$ cat src/hdl/nrp_pkg.sv
// shared types, constants and helper functions for the rmc position parser
// no dependencies; imported by every module of the block
package nrp_pkg;

    // sentence shape
    localparam int unsigned MAX_FIELDS  = 13;
    localparam int unsigned FRAC_DIGITS = 5;
    localparam int unsigned INT_DIGITS  = 5;
    localparam int unsigned MIN_FIELDS  = 7;

    // character codes
    localparam logic [7:0] CH_CR    = 8'h0D;
    localparam logic [7:0] CH_LF    = 8'h0A;
    localparam logic [7:0] CH_COMMA = 8'h2C;
    localparam logic [7:0] CH_POINT = 8'h2E;
    localparam logic [7:0] CH_ZERO  = 8'h30;
    localparam logic [7:0] CH_NINE  = 8'h39;
    localparam logic [7:0] CH_SOUTH = 8'h53;
    localparam logic [7:0] CH_WEST  = 8'h57;

    localparam logic [23:0] TAG_RMC = 24'h524D43;

    // field indexes
    localparam logic [3:0] FIELD_TAG     = 4'd0;
    localparam logic [3:0] FIELD_LAT     = 4'd3;
    localparam logic [3:0] FIELD_LAT_DIR = 4'd4;
    localparam logic [3:0] FIELD_LON     = 4'd5;
    localparam logic [3:0] FIELD_LON_DIR = 4'd6;

    // conversion constants: minutes are scaled to 1e-5, then divided by 6
    localparam logic [16:0] MM_SCALE    = 17'd100000;
    localparam logic [19:0] DEG_SCALE   = 20'd1000000;
    localparam logic [20:0] RECIP_3     = 21'd1398101;  // floor(2^22 / 3)
    localparam int unsigned RECIP_SHIFT = 22;

    // request queue
    localparam int unsigned FIFO_DEPTH = 4;
    localparam int unsigned FIFO_AW    = 2;

    // raw coordinate as collected by the front end
    typedef struct packed {
        logic        pt;     // decimal point seen
        logic [9:0]  deg;    // integer digits before the minutes
        logic [3:0]  mm_t;   // tens of whole minutes
        logic [3:0]  mm_o;   // units of whole minutes
        logic [16:0] frac;   // minute fraction in units of 1e-5
    } t_coord;

    // one finished line, handed to the back end
    typedef struct packed {
        logic   ok;
        logic   lat_neg;
        logic   lon_neg;
        t_coord lat;
        t_coord lon;
    } t_job;

    // weight of the fraction digit at position cnt, normalised to five digits
    function automatic logic [16:0] frac_weight(input logic [2:0] cnt);
        logic [16:0] w;
        case (cnt)
            3'd0:    w = 17'd10000;
            3'd1:    w = 17'd1000;
            3'd2:    w = 17'd100;
            3'd3:    w = 17'd10;
            3'd4:    w = 17'd1;
            default: w = 17'd0;
        endcase
        return w;
    endfunction

endpackage

$ cat src/hdl/nrp_front.sv
// front end: takes characters, splits fields, collects coordinate digits
// depends on nrp_pkg; emits one request per finished line into the queue
module nrp_front (
    input  logic          i_clk,
    input  logic          i_rst_n,
    input  logic          i_valid,
    output logic          o_ready,
    input  logic [7:0]    i_rx_byte,
    input  logic          i_full,
    output logic          o_push,
    output nrp_pkg::t_job o_job
);
    import nrp_pkg::*;

    logic        r_line, n_line;
    logic [3:0]  r_cc, n_cc;
    logic        r_fht, n_fht;
    logic [23:0] r_tag, n_tag;
    t_coord      r_cur, n_cur;
    logic [2:0]  r_icnt, n_icnt;
    logic [2:0]  r_fcnt, n_fcnt;
    t_coord      r_lat, n_lat;
    t_coord      r_lon, n_lon;
    logic        r_lat_neg, n_lat_neg;
    logic        r_lon_neg, n_lon_neg;
    logic        r_bad, n_bad;

    logic        accept;
    logic        is_eol;
    logic        is_digit;
    logic [3:0]  digit;
    logic        dir_neg;
    logic [3:0]  fields;
    logic [16:0] frac_add;

    assign o_ready  = !i_full;
    assign accept   = i_valid && o_ready;
    assign is_eol   = (i_rx_byte == CH_CR) || (i_rx_byte == CH_LF);
    assign is_digit = (i_rx_byte >= CH_ZERO) && (i_rx_byte <= CH_NINE);
    assign digit    = i_rx_byte[3:0];
    assign dir_neg  = (i_rx_byte == CH_SOUTH) || (i_rx_byte == CH_WEST);
    assign frac_add = 17'({13'd0, digit} * frac_weight(r_fcnt));

    // request for the line being closed; an open coordinate field closes here
    assign fields = r_cc + (((r_cc < 4'(MAX_FIELDS)) && r_fht) ? 4'd1 : 4'd0);
    always_comb begin
        o_job.ok      = (r_tag == TAG_RMC) && (fields >= 4'(MIN_FIELDS)) && !r_bad;
        o_job.lat_neg = r_lat_neg;
        o_job.lon_neg = r_lon_neg;
        o_job.lat     = (r_cc == FIELD_LAT) ? r_cur : r_lat;
        o_job.lon     = (r_cc == FIELD_LON) ? r_cur : r_lon;
    end
    assign o_push = accept && is_eol && r_line;

    // next-state logic of the field parser
    always_comb begin
        n_line    = r_line;
        n_cc      = r_cc;
        n_fht     = r_fht;
        n_tag     = r_tag;
        n_cur     = r_cur;
        n_icnt    = r_icnt;
        n_fcnt    = r_fcnt;
        n_lat     = r_lat;
        n_lon     = r_lon;
        n_lat_neg = r_lat_neg;
        n_lon_neg = r_lon_neg;
        n_bad     = r_bad;
        if (accept) begin
            if (is_eol) begin
                // line end clears everything
                n_line    = 1'b0;
                n_cc      = 4'd0;
                n_fht     = 1'b0;
                n_tag     = 24'd0;
                n_cur     = '0;
                n_icnt    = 3'd0;
                n_fcnt    = 3'd0;
                n_lat     = '0;
                n_lon     = '0;
                n_lat_neg = 1'b0;
                n_lon_neg = 1'b0;
                n_bad     = 1'b0;
            end else begin
                n_line = 1'b1;
                if (r_cc < 4'(MAX_FIELDS)) begin
                    if (i_rx_byte == CH_COMMA) begin
                        // close field, move to the next one
                        if (r_cc == FIELD_LAT) begin
                            n_lat = r_cur;
                        end
                        if (r_cc == FIELD_LON) begin
                            n_lon = r_cur;
                        end
                        n_cc   = r_cc + 4'd1;
                        n_fht  = 1'b0;
                        n_cur  = '0;
                        n_icnt = 3'd0;
                        n_fcnt = 3'd0;
                    end else begin
                        n_fht = 1'b1;
                        case (r_cc) inside
                            FIELD_TAG: begin
                                n_tag = {r_tag[15:0], i_rx_byte};
                            end
                            FIELD_LAT, FIELD_LON: begin
                                if (is_digit) begin
                                    if (!r_cur.pt) begin
                                        if (r_icnt < 3'(INT_DIGITS)) begin
                                            // degrees take the digit leaving the minutes
                                            n_cur.deg  = 10'(r_cur.deg * 10'd10)
                                                       + {6'd0, r_cur.mm_t};
                                            n_cur.mm_t = r_cur.mm_o;
                                            n_cur.mm_o = digit;
                                            n_icnt     = r_icnt + 3'd1;
                                        end else begin
                                            n_bad = 1'b1;
                                        end
                                    end else if (r_fcnt < 3'(FRAC_DIGITS)) begin
                                        n_cur.frac = r_cur.frac + frac_add;
                                        n_fcnt     = r_fcnt + 3'd1;
                                    end
                                end else if (i_rx_byte == CH_POINT) begin
                                    if (r_cur.pt) begin
                                        n_bad = 1'b1;
                                    end else begin
                                        n_cur.pt = 1'b1;
                                    end
                                end else begin
                                    n_bad = 1'b1;
                                end
                            end
                            FIELD_LAT_DIR: begin
                                if (!r_fht) begin
                                    n_lat_neg = dir_neg;
                                end
                            end
                            FIELD_LON_DIR: begin
                                if (!r_fht) begin
                                    n_lon_neg = dir_neg;
                                end
                            end
                            default: begin
                            end
                        endcase
                    end
                end
            end
        end
    end

    // parser state registers
    always_ff @(posedge i_clk) begin
        if (!i_rst_n) begin
            r_line    <= 1'b0;
            r_cc      <= 4'd0;
            r_fht     <= 1'b0;
            r_tag     <= 24'd0;
            r_cur     <= '0;
            r_icnt    <= 3'd0;
            r_fcnt    <= 3'd0;
            r_lat     <= '0;
            r_lon     <= '0;
            r_lat_neg <= 1'b0;
            r_lon_neg <= 1'b0;
            r_bad     <= 1'b0;
        end else begin
            r_line    <= n_line;
            r_cc      <= n_cc;
            r_fht     <= n_fht;
            r_tag     <= n_tag;
            r_cur     <= n_cur;
            r_icnt    <= n_icnt;
            r_fcnt    <= n_fcnt;
            r_lat     <= n_lat;
            r_lon     <= n_lon;
            r_lat_neg <= n_lat_neg;
            r_lon_neg <= n_lon_neg;
            r_bad     <= n_bad;
        end
    end

endmodule

$ cat src/hdl/nrp_fifo.sv
// short request queue between the front and back ends
// depends on nrp_pkg for the request type and depth
module nrp_fifo (
    input  logic          i_clk,
    input  logic          i_rst_n,
    input  logic          i_push,
    input  nrp_pkg::t_job i_job,
    output logic          o_full,
    input  logic          i_pop,
    output logic          o_empty,
    output nrp_pkg::t_job o_job
);
    import nrp_pkg::*;

    t_job                 r_mem [FIFO_DEPTH];
    logic [FIFO_AW-1:0]   r_wr, n_wr;
    logic [FIFO_AW-1:0]   r_rd, n_rd;
    logic [FIFO_AW:0]     r_count, n_count;

    assign o_full  = (r_count == (FIFO_AW+1)'(FIFO_DEPTH));
    assign o_empty = (r_count == '0);
    assign o_job   = r_mem[r_rd];

    // pointer and fill count update
    always_comb begin
        n_wr    = r_wr;
        n_rd    = r_rd;
        n_count = r_count;
        if (i_push) begin
            n_wr = r_wr + 1'b1;
        end
        if (i_pop) begin
            n_rd = r_rd + 1'b1;
        end
        if (i_push && !i_pop) begin
            n_count = r_count + 1'b1;
        end else if (!i_push && i_pop) begin
            n_count = r_count - 1'b1;
        end
    end

    always_ff @(posedge i_clk) begin
        if (!i_rst_n) begin
            r_wr    <= '0;
            r_rd    <= '0;
            r_count <= '0;
        end else begin
            r_wr    <= n_wr;
            r_rd    <= n_rd;
            r_count <= n_count;
        end
    end

    // entry storage
    always_ff @(posedge i_clk) begin
        if (i_push) begin
            r_mem[r_wr] <= i_job;
        end
    end

    // queue never overruns or underruns
    assert property (@(posedge i_clk) disable iff (!i_rst_n)
        !(i_push && o_full))
        else $error("request pushed into full queue");

    assert property (@(posedge i_clk) disable iff (!i_rst_n)
        !(i_pop && o_empty))
        else $error("request popped from empty queue");

    // fill count tracks the pointers
    assert property (@(posedge i_clk) disable iff (!i_rst_n)
        (r_count == (FIFO_AW+1)'(FIFO_DEPTH)) || (r_count[FIFO_AW-1:0] == (r_wr - r_rd)))
        else $error("queue fill count disagrees with pointers");

endmodule

$ cat src/hdl/nrp_back.sv
// back end: converts degrees and minutes to signed microdegrees
// depends on nrp_pkg; pops requests from the queue, drives the result port
module nrp_back (
    input  logic               i_clk,
    input  logic               i_rst_n,
    input  logic               i_empty,
    output logic               o_pop,
    input  nrp_pkg::t_job      i_job,
    output logic               o_valid,
    input  logic               i_ready,
    output logic               o_valid_res,
    output logic signed [30:0] o_lat_microdeg,
    output logic signed [30:0] o_lon_microdeg
);
    import nrp_pkg::*;

    localparam int unsigned LANES = 2;

    logic        adv;
    t_coord      coord [LANES];
    logic        neg   [LANES];

    // stage 1: minutes scaled to 1e-5
    logic        r_s1_v;
    logic        r_s1_ok;
    logic        r_s1_neg [LANES];
    logic        r_s1_pt  [LANES];
    logic [9:0]  r_s1_deg [LANES];
    logic [23:0] r_s1_x   [LANES];
    // stage 2: reciprocal product and degree product
    logic        r_s2_v;
    logic        r_s2_ok;
    logic        r_s2_neg  [LANES];
    logic        r_s2_pt   [LANES];
    logic [22:0] r_s2_y    [LANES];
    logic [21:0] r_s2_q0   [LANES];
    logic [29:0] r_s2_degm [LANES];
    // stage 3: corrected quotient and magnitude
    logic        r_s3_v;
    logic        r_s3_ok;
    logic        r_s3_neg [LANES];
    logic [29:0] r_s3_mag [LANES];
    // output register
    logic        r_out_v;
    logic        r_out_ok;
    logic [30:0] r_out_val [LANES];

    assign adv      = !r_out_v || i_ready;
    assign o_pop    = adv && !i_empty;
    assign coord[0] = i_job.lat;
    assign coord[1] = i_job.lon;
    assign neg[0]   = i_job.lat_neg;
    assign neg[1]   = i_job.lon_neg;

    // stage valid flags
    always_ff @(posedge i_clk) begin
        if (!i_rst_n) begin
            r_s1_v  <= 1'b0;
            r_s2_v  <= 1'b0;
            r_s3_v  <= 1'b0;
            r_out_v <= 1'b0;
        end else if (adv) begin
            r_s1_v  <= o_pop;
            r_s2_v  <= r_s1_v;
            r_s3_v  <= r_s2_v;
            r_out_v <= r_s3_v;
        end
    end

    // datapath, both lanes side by side
    always_ff @(posedge i_clk) begin
        logic [6:0]  mm;
        logic [43:0] prod;
        logic [22:0] rem;
        logic [21:0] q;
        logic [30:0] mag31;
        if (adv) begin
            r_s1_ok  <= i_job.ok;
            r_s2_ok  <= r_s1_ok;
            r_s3_ok  <= r_s2_ok;
            r_out_ok <= r_s3_ok;
            for (int i = 0; i < LANES; i++) begin
                // x = minutes * 1e5 + fraction
                mm           = 7'(coord[i].mm_t * 7'd10) + {3'd0, coord[i].mm_o};
                r_s1_neg[i]  <= neg[i];
                r_s1_pt[i]   <= coord[i].pt;
                r_s1_deg[i]  <= coord[i].deg;
                r_s1_x[i]    <= 24'({17'd0, mm} * {7'd0, MM_SCALE}) + {7'd0, coord[i].frac};
                // x / 6 = (x >> 1) / 3, estimate from the reciprocal
                prod         = {21'd0, r_s1_x[i][23:1]} * {23'd0, RECIP_3};
                r_s2_neg[i]  <= r_s1_neg[i];
                r_s2_pt[i]   <= r_s1_pt[i];
                r_s2_y[i]    <= r_s1_x[i][23:1];
                r_s2_q0[i]   <= prod[RECIP_SHIFT +: 22];
                r_s2_degm[i] <= 30'({20'd0, r_s1_deg[i]} * {10'd0, DEG_SCALE});
                // estimate is at most one short
                rem          = r_s2_y[i] - 23'({1'b0, r_s2_q0[i]} * 23'd3);
                q            = r_s2_q0[i] + ((rem >= 23'd3) ? 22'd1 : 22'd0);
                r_s3_neg[i]  <= r_s2_neg[i];
                r_s3_mag[i]  <= r_s2_pt[i] ? (r_s2_degm[i] + {8'd0, q}) : 30'd0;
                // sign and validity
                mag31        = {1'b0, r_s3_mag[i]};
                if (!r_s3_ok) begin
                    r_out_val[i] <= 31'd0;
                end else if (r_s3_neg[i]) begin
                    r_out_val[i] <= 31'd0 - mag31;
                end else begin
                    r_out_val[i] <= mag31;
                end
            end
        end
    end

    assign o_valid        = r_out_v;
    assign o_valid_res    = r_out_ok;
    assign o_lat_microdeg = r_out_val[0];
    assign o_lon_microdeg = r_out_val[1];

    // a held result stays put while the sink stalls
    assert property (@(posedge i_clk) disable iff (!i_rst_n)
        (r_out_v && !i_ready) |=> (r_out_v && $stable(r_out_val[0]) && $stable(r_out_val[1])))
        else $error("stalled result changed");

    // an invalid line never carries a coordinate
    assert property (@(posedge i_clk) disable iff (!i_rst_n)
        (r_out_v && !r_out_ok) |-> (r_out_val[0] == 31'd0 && r_out_val[1] == 31'd0))
        else $error("invalid line with non-zero coordinate");

endmodule

$ cat src/hdl/nmea_rmc_position_parser.sv
// rmc position parser: one character per cycle in while ready is high, one result per line out
// a result passes the line queue, the back-end stages and the output register after CR or LF
// throughput: one character per cycle; ready falls only while the 4-entry
// line queue is full, i.e. when the result sink stalls for several lines
// reset: synchronous active-low i_rst_n clears parser state, queue and pipeline
// depends on nrp_pkg, nrp_front, nrp_fifo and nrp_back
module nmea_rmc_position_parser (
    input  logic               i_clk,
    input  logic               i_rst_n,
    input  logic               i_valid,
    output logic               o_ready,
    input  logic [7:0]         i_rx_byte,
    output logic               o_valid,
    input  logic               i_ready,
    output logic               o_valid_res,
    output logic signed [30:0] o_lat_microdeg,
    output logic signed [30:0] o_lon_microdeg
);
    import nrp_pkg::*;

    logic push;
    logic pop;
    logic full;
    logic empty;
    t_job job_in;
    t_job job_out;

    // character parser
    nrp_front u_front (
        .i_clk     (i_clk),
        .i_rst_n   (i_rst_n),
        .i_valid   (i_valid),
        .o_ready   (o_ready),
        .i_rx_byte (i_rx_byte),
        .i_full    (full),
        .o_push    (push),
        .o_job     (job_in)
    );

    // line request queue
    nrp_fifo u_fifo (
        .i_clk   (i_clk),
        .i_rst_n (i_rst_n),
        .i_push  (push),
        .i_job   (job_in),
        .o_full  (full),
        .i_pop   (pop),
        .o_empty (empty),
        .o_job   (job_out)
    );

    // coordinate conversion
    nrp_back u_back (
        .i_clk          (i_clk),
        .i_rst_n        (i_rst_n),
        .i_empty        (empty),
        .o_pop          (pop),
        .i_job          (job_out),
        .o_valid        (o_valid),
        .i_ready        (i_ready),
        .o_valid_res    (o_valid_res),
        .o_lat_microdeg (o_lat_microdeg),
        .o_lon_microdeg (o_lon_microdeg)
    );

endmodule
$ cat config.mk
export PLATFORM = sky130hd
export DESIGN_NAME = nmea_rmc_position_parser
export DESIGN_NICKNAME = d
export VERILOG_FILES = /design/src/hdl/nrp_pkg.sv /design/src/hdl/nrp_front.sv /design/src/hdl/nrp_fifo.sv /design/src/hdl/nrp_back.sv /design/src/hdl/nmea_rmc_position_parser.sv
export SDC_FILE = /design/constraint.sdc
export NUM_CORES = 2
export LEC_CHECK = 0
export BUFFER_PORTS_ARGS = -buffer_cell sky130_fd_sc_hd__buf_2
export CAP_MARGIN = 25
export CORE_MARGIN = 1.5
export CORE_UTILIZATION = 45
export CTS_BUF_LIST = sky130_fd_sc_hd__clkbuf_16
export DETAILED_ROUTE_END_ITERATION = 8
export PLACE_DENSITY = 0.72
export SYNTH_ARGS = -nofsm -noshare
export SYNTH_HDL_FRONTEND = slang
export SYNTH_HIERARCHICAL = 1
export SYNTH_SLANG_ARGS = --single-unit
$ cat constraint.sdc
create_clock -name i_clk -period 8.4 [get_ports i_clk]
set_input_delay 1.68 -clock i_clk [delete_from_list [all_inputs] [get_ports i_clk]]
set_output_delay 1.68 -clock i_clk [all_outputs]
set_load 0.01 [all_outputs]
==> metrics.txt <==
hold path start u_back/r_s2_ok; crit end category register; Vias/cell 5.36; Area Overhead vs Synth 8.76%; CP peak stage delay 0.67 ns; fill count 11935; final setup margin 0.567 ns; net count after synthesis 6640; WL met3 6620 µm; Period minus WS final 7.83 ns; Synthesis Warnings 6; Hold EP u_back/r_s3_ok; Die Y 373 µm; final core utilization 0.494; Final Slew Violations 0; Die ar. 139000 µm²; DR top layer met5; cts bufs inserted 86; vias 38728; CP max FO 5; Post-Synthesis Cells 5279; Hold Crit Class reg -> reg; TritonRoute pass-1 iters 6; metal2 WL 62600 µm; initial core utilization 0.454; clock root buffer clkbuf_16; Worst Setup Path Type reg -> reg; unrepaired setup endpoints after global routing false; GP Congestion 0.980; Top cell by count, worst path ha_1; Place WS 0.302 ns; Total GRT Usage 0.190; reg2reg end u_back/r_s3_mag[0][58]; share of cells above drive strength 1 0.0788; crit path launch type register; IO Port Bufs 76; Max-slew headroom 0.285; CTS tree built; syn_area_per_cell 11.7 µm²; Post-Syn Area 61700 µm²; Worst Tran Pin Value 1.07 ns; # H-tree levels 3; initial antenna violation count 4; final instance area 67100 µm²; Req. time, crit path 8.94 ns; CP max stage cell or4b_2; final worst clock skew 0.0487 ns; crit path DAT 8.38 ns; Setup TNS Final 0 ns; R2R Setup Slk 0.57 ns; clock buffer depth 3; Post-CTS Setup Inserts 0; vias in the first global route 39754; M1 WL 58800 µm; Final nets 6729; placed wire-length estimate 103000 µm; WHS Path Cells 0; CORE AREA 136000 µm²; R2R depth 31; Top Ports 77; status finished, final reports clean; CTS sink cnt 790; clock latency on the worst-skew pair 0.69 ns; total congestion overflow 0; # setup viols final 0; total routed wirelength 131000 µm; DR iter-0 viols 2536; Clock Pin Slew Worst Setup and Hold Paths 0.06 ns; final hold vios 0; # rows 135; first-pass GRT wire length 213000 µm; DRC viols 0; largest net degree at the start of global routing 183; Post-DRT Antenna Nets 0; DP Area 64000 µm²; FMAX 0.128 GHz; reg2reg start u_back/r_s2_q0[0][22]; Avg WL per Cell 18.1 µm; crit share post-route 0.932; Die Wd 373 µm; max cap viols 0
worst max-delay path: cells and delay by family (launching register included):
kind | cells | cell delay, ns
compound gates | 15 | 3.47
simple gates | 7 | 1.81
fa+ha+maj | 6 | 1.75
flops | 1 | 0.39
xor+xnor | 1 | 0.14
buf+inv | 2 | 0.11
through the flow:
stage,instances,hold slack (ns)
after global routing,7223,0.426
final,7225,0.423
after floorplan,5279,0.400
after CTS,7220,0.425
after global placement,7057,0.404
after detailed placement,7058,0.412
registers in the layout, summed over array words and instances, names as in the netlist, 24 cells and up, named ones only:
| signal | flops |
|---|---|
| u_back/r_s3_mag | 60 |
| u_back/r_s2_q0 | 44 |
| u_front/r_lon | 35 |
| u_back/r_s1_x | 46 |
| u_front/r_cur | 36 |
| u_fifo/r_mem | 292 |
| u_back/r_out_val | 62 |
| u_front/r_tag | 24 |
| u_back/r_s2_degm | 48 |
| u_back/r_s2_y | 46 |
| u_front/r_lat | 35 |
area by class of cell:
class | count | area, µm² | area share
inverter | 871 | 3280 | 0.0489
clock inverter | 73 | 761 | 0.0113
timing repair buffer | 104 | 636 | 0.00948
multi-input combinational | 3515 | 35800 | 0.534
sequential | 790 | 22100 | 0.330
clock buffer | 89 | 2230 | 0.0332
tap | 1781 | 2230 | 0.0332
antenna | 2 | 5.00 | 0.0000746
what timing repair did:
item / in CTS / in global routing
gates resized for setup: 0 / 3
hold buffers: 0 / 0
endpoints found under the setup margin: 0 / 4
how the worst max path moves through the flow:
| stage | start | end |
|---|---|---|
| global placement | u_back/r_s2_q0[0][22] | u_back/r_s3_mag[0][58] |
| floorplan | i_ready | u_back/o_valid_res |
| global route | u_back/r_s2_q0[0][22] | u_back/r_s3_mag[0][58] |
| CTS | u_back/r_s2_q0[0][22] | u_back/r_s3_mag[0][58] |
| detailed placement | u_back/r_s2_q0[0][22] | u_back/r_s3_mag[0][58] |
| finish | u_back/r_s2_q0[0][22] | u_back/r_s3_mag[0][58] |
placed cells by master, fill, tap and decap left out, types with 19 or more instances in the layout:
master / n
o21a_1: 40
and3_1: 22
mux4_2: 73
inv_1: 882
dfxtp_1: 156
xor2_1: 115
a22o_1: 73
ha_1: 866
nand2b_1: 35
a21o_1: 72
o21bai_1: 26
nand3_1: 88
nor3b_1: 19
a22oi_1: 34
clkbuf_16: 89
nand2_1: 183
nor3_1: 48
xnor2_1: 202
a21oi_1: 181
a31oi_1: 22
mux2_2: 59
buf_2: 76
o31ai_1: 26
nor2b_1: 46
o21ai_0: 127
nand4_1: 33
and2_1: 79
fa_1: 483
buf_4: 24
or3_1: 26
nor2_1: 257
edfxtp_1: 632
metal layers:
layer | track usage | vias to the layer above
li1 | - | 18573
met1 | 0.257 | 19032
met2 | 0.322 | 947
met3 | 0.0260 | 174
met4 | 0.0480 | 2
met5 | 0 | -
Power is left out: the tool's default activity adds up to more than one toggle a clock period on the data nets, which glitch-free logic cannot reach.
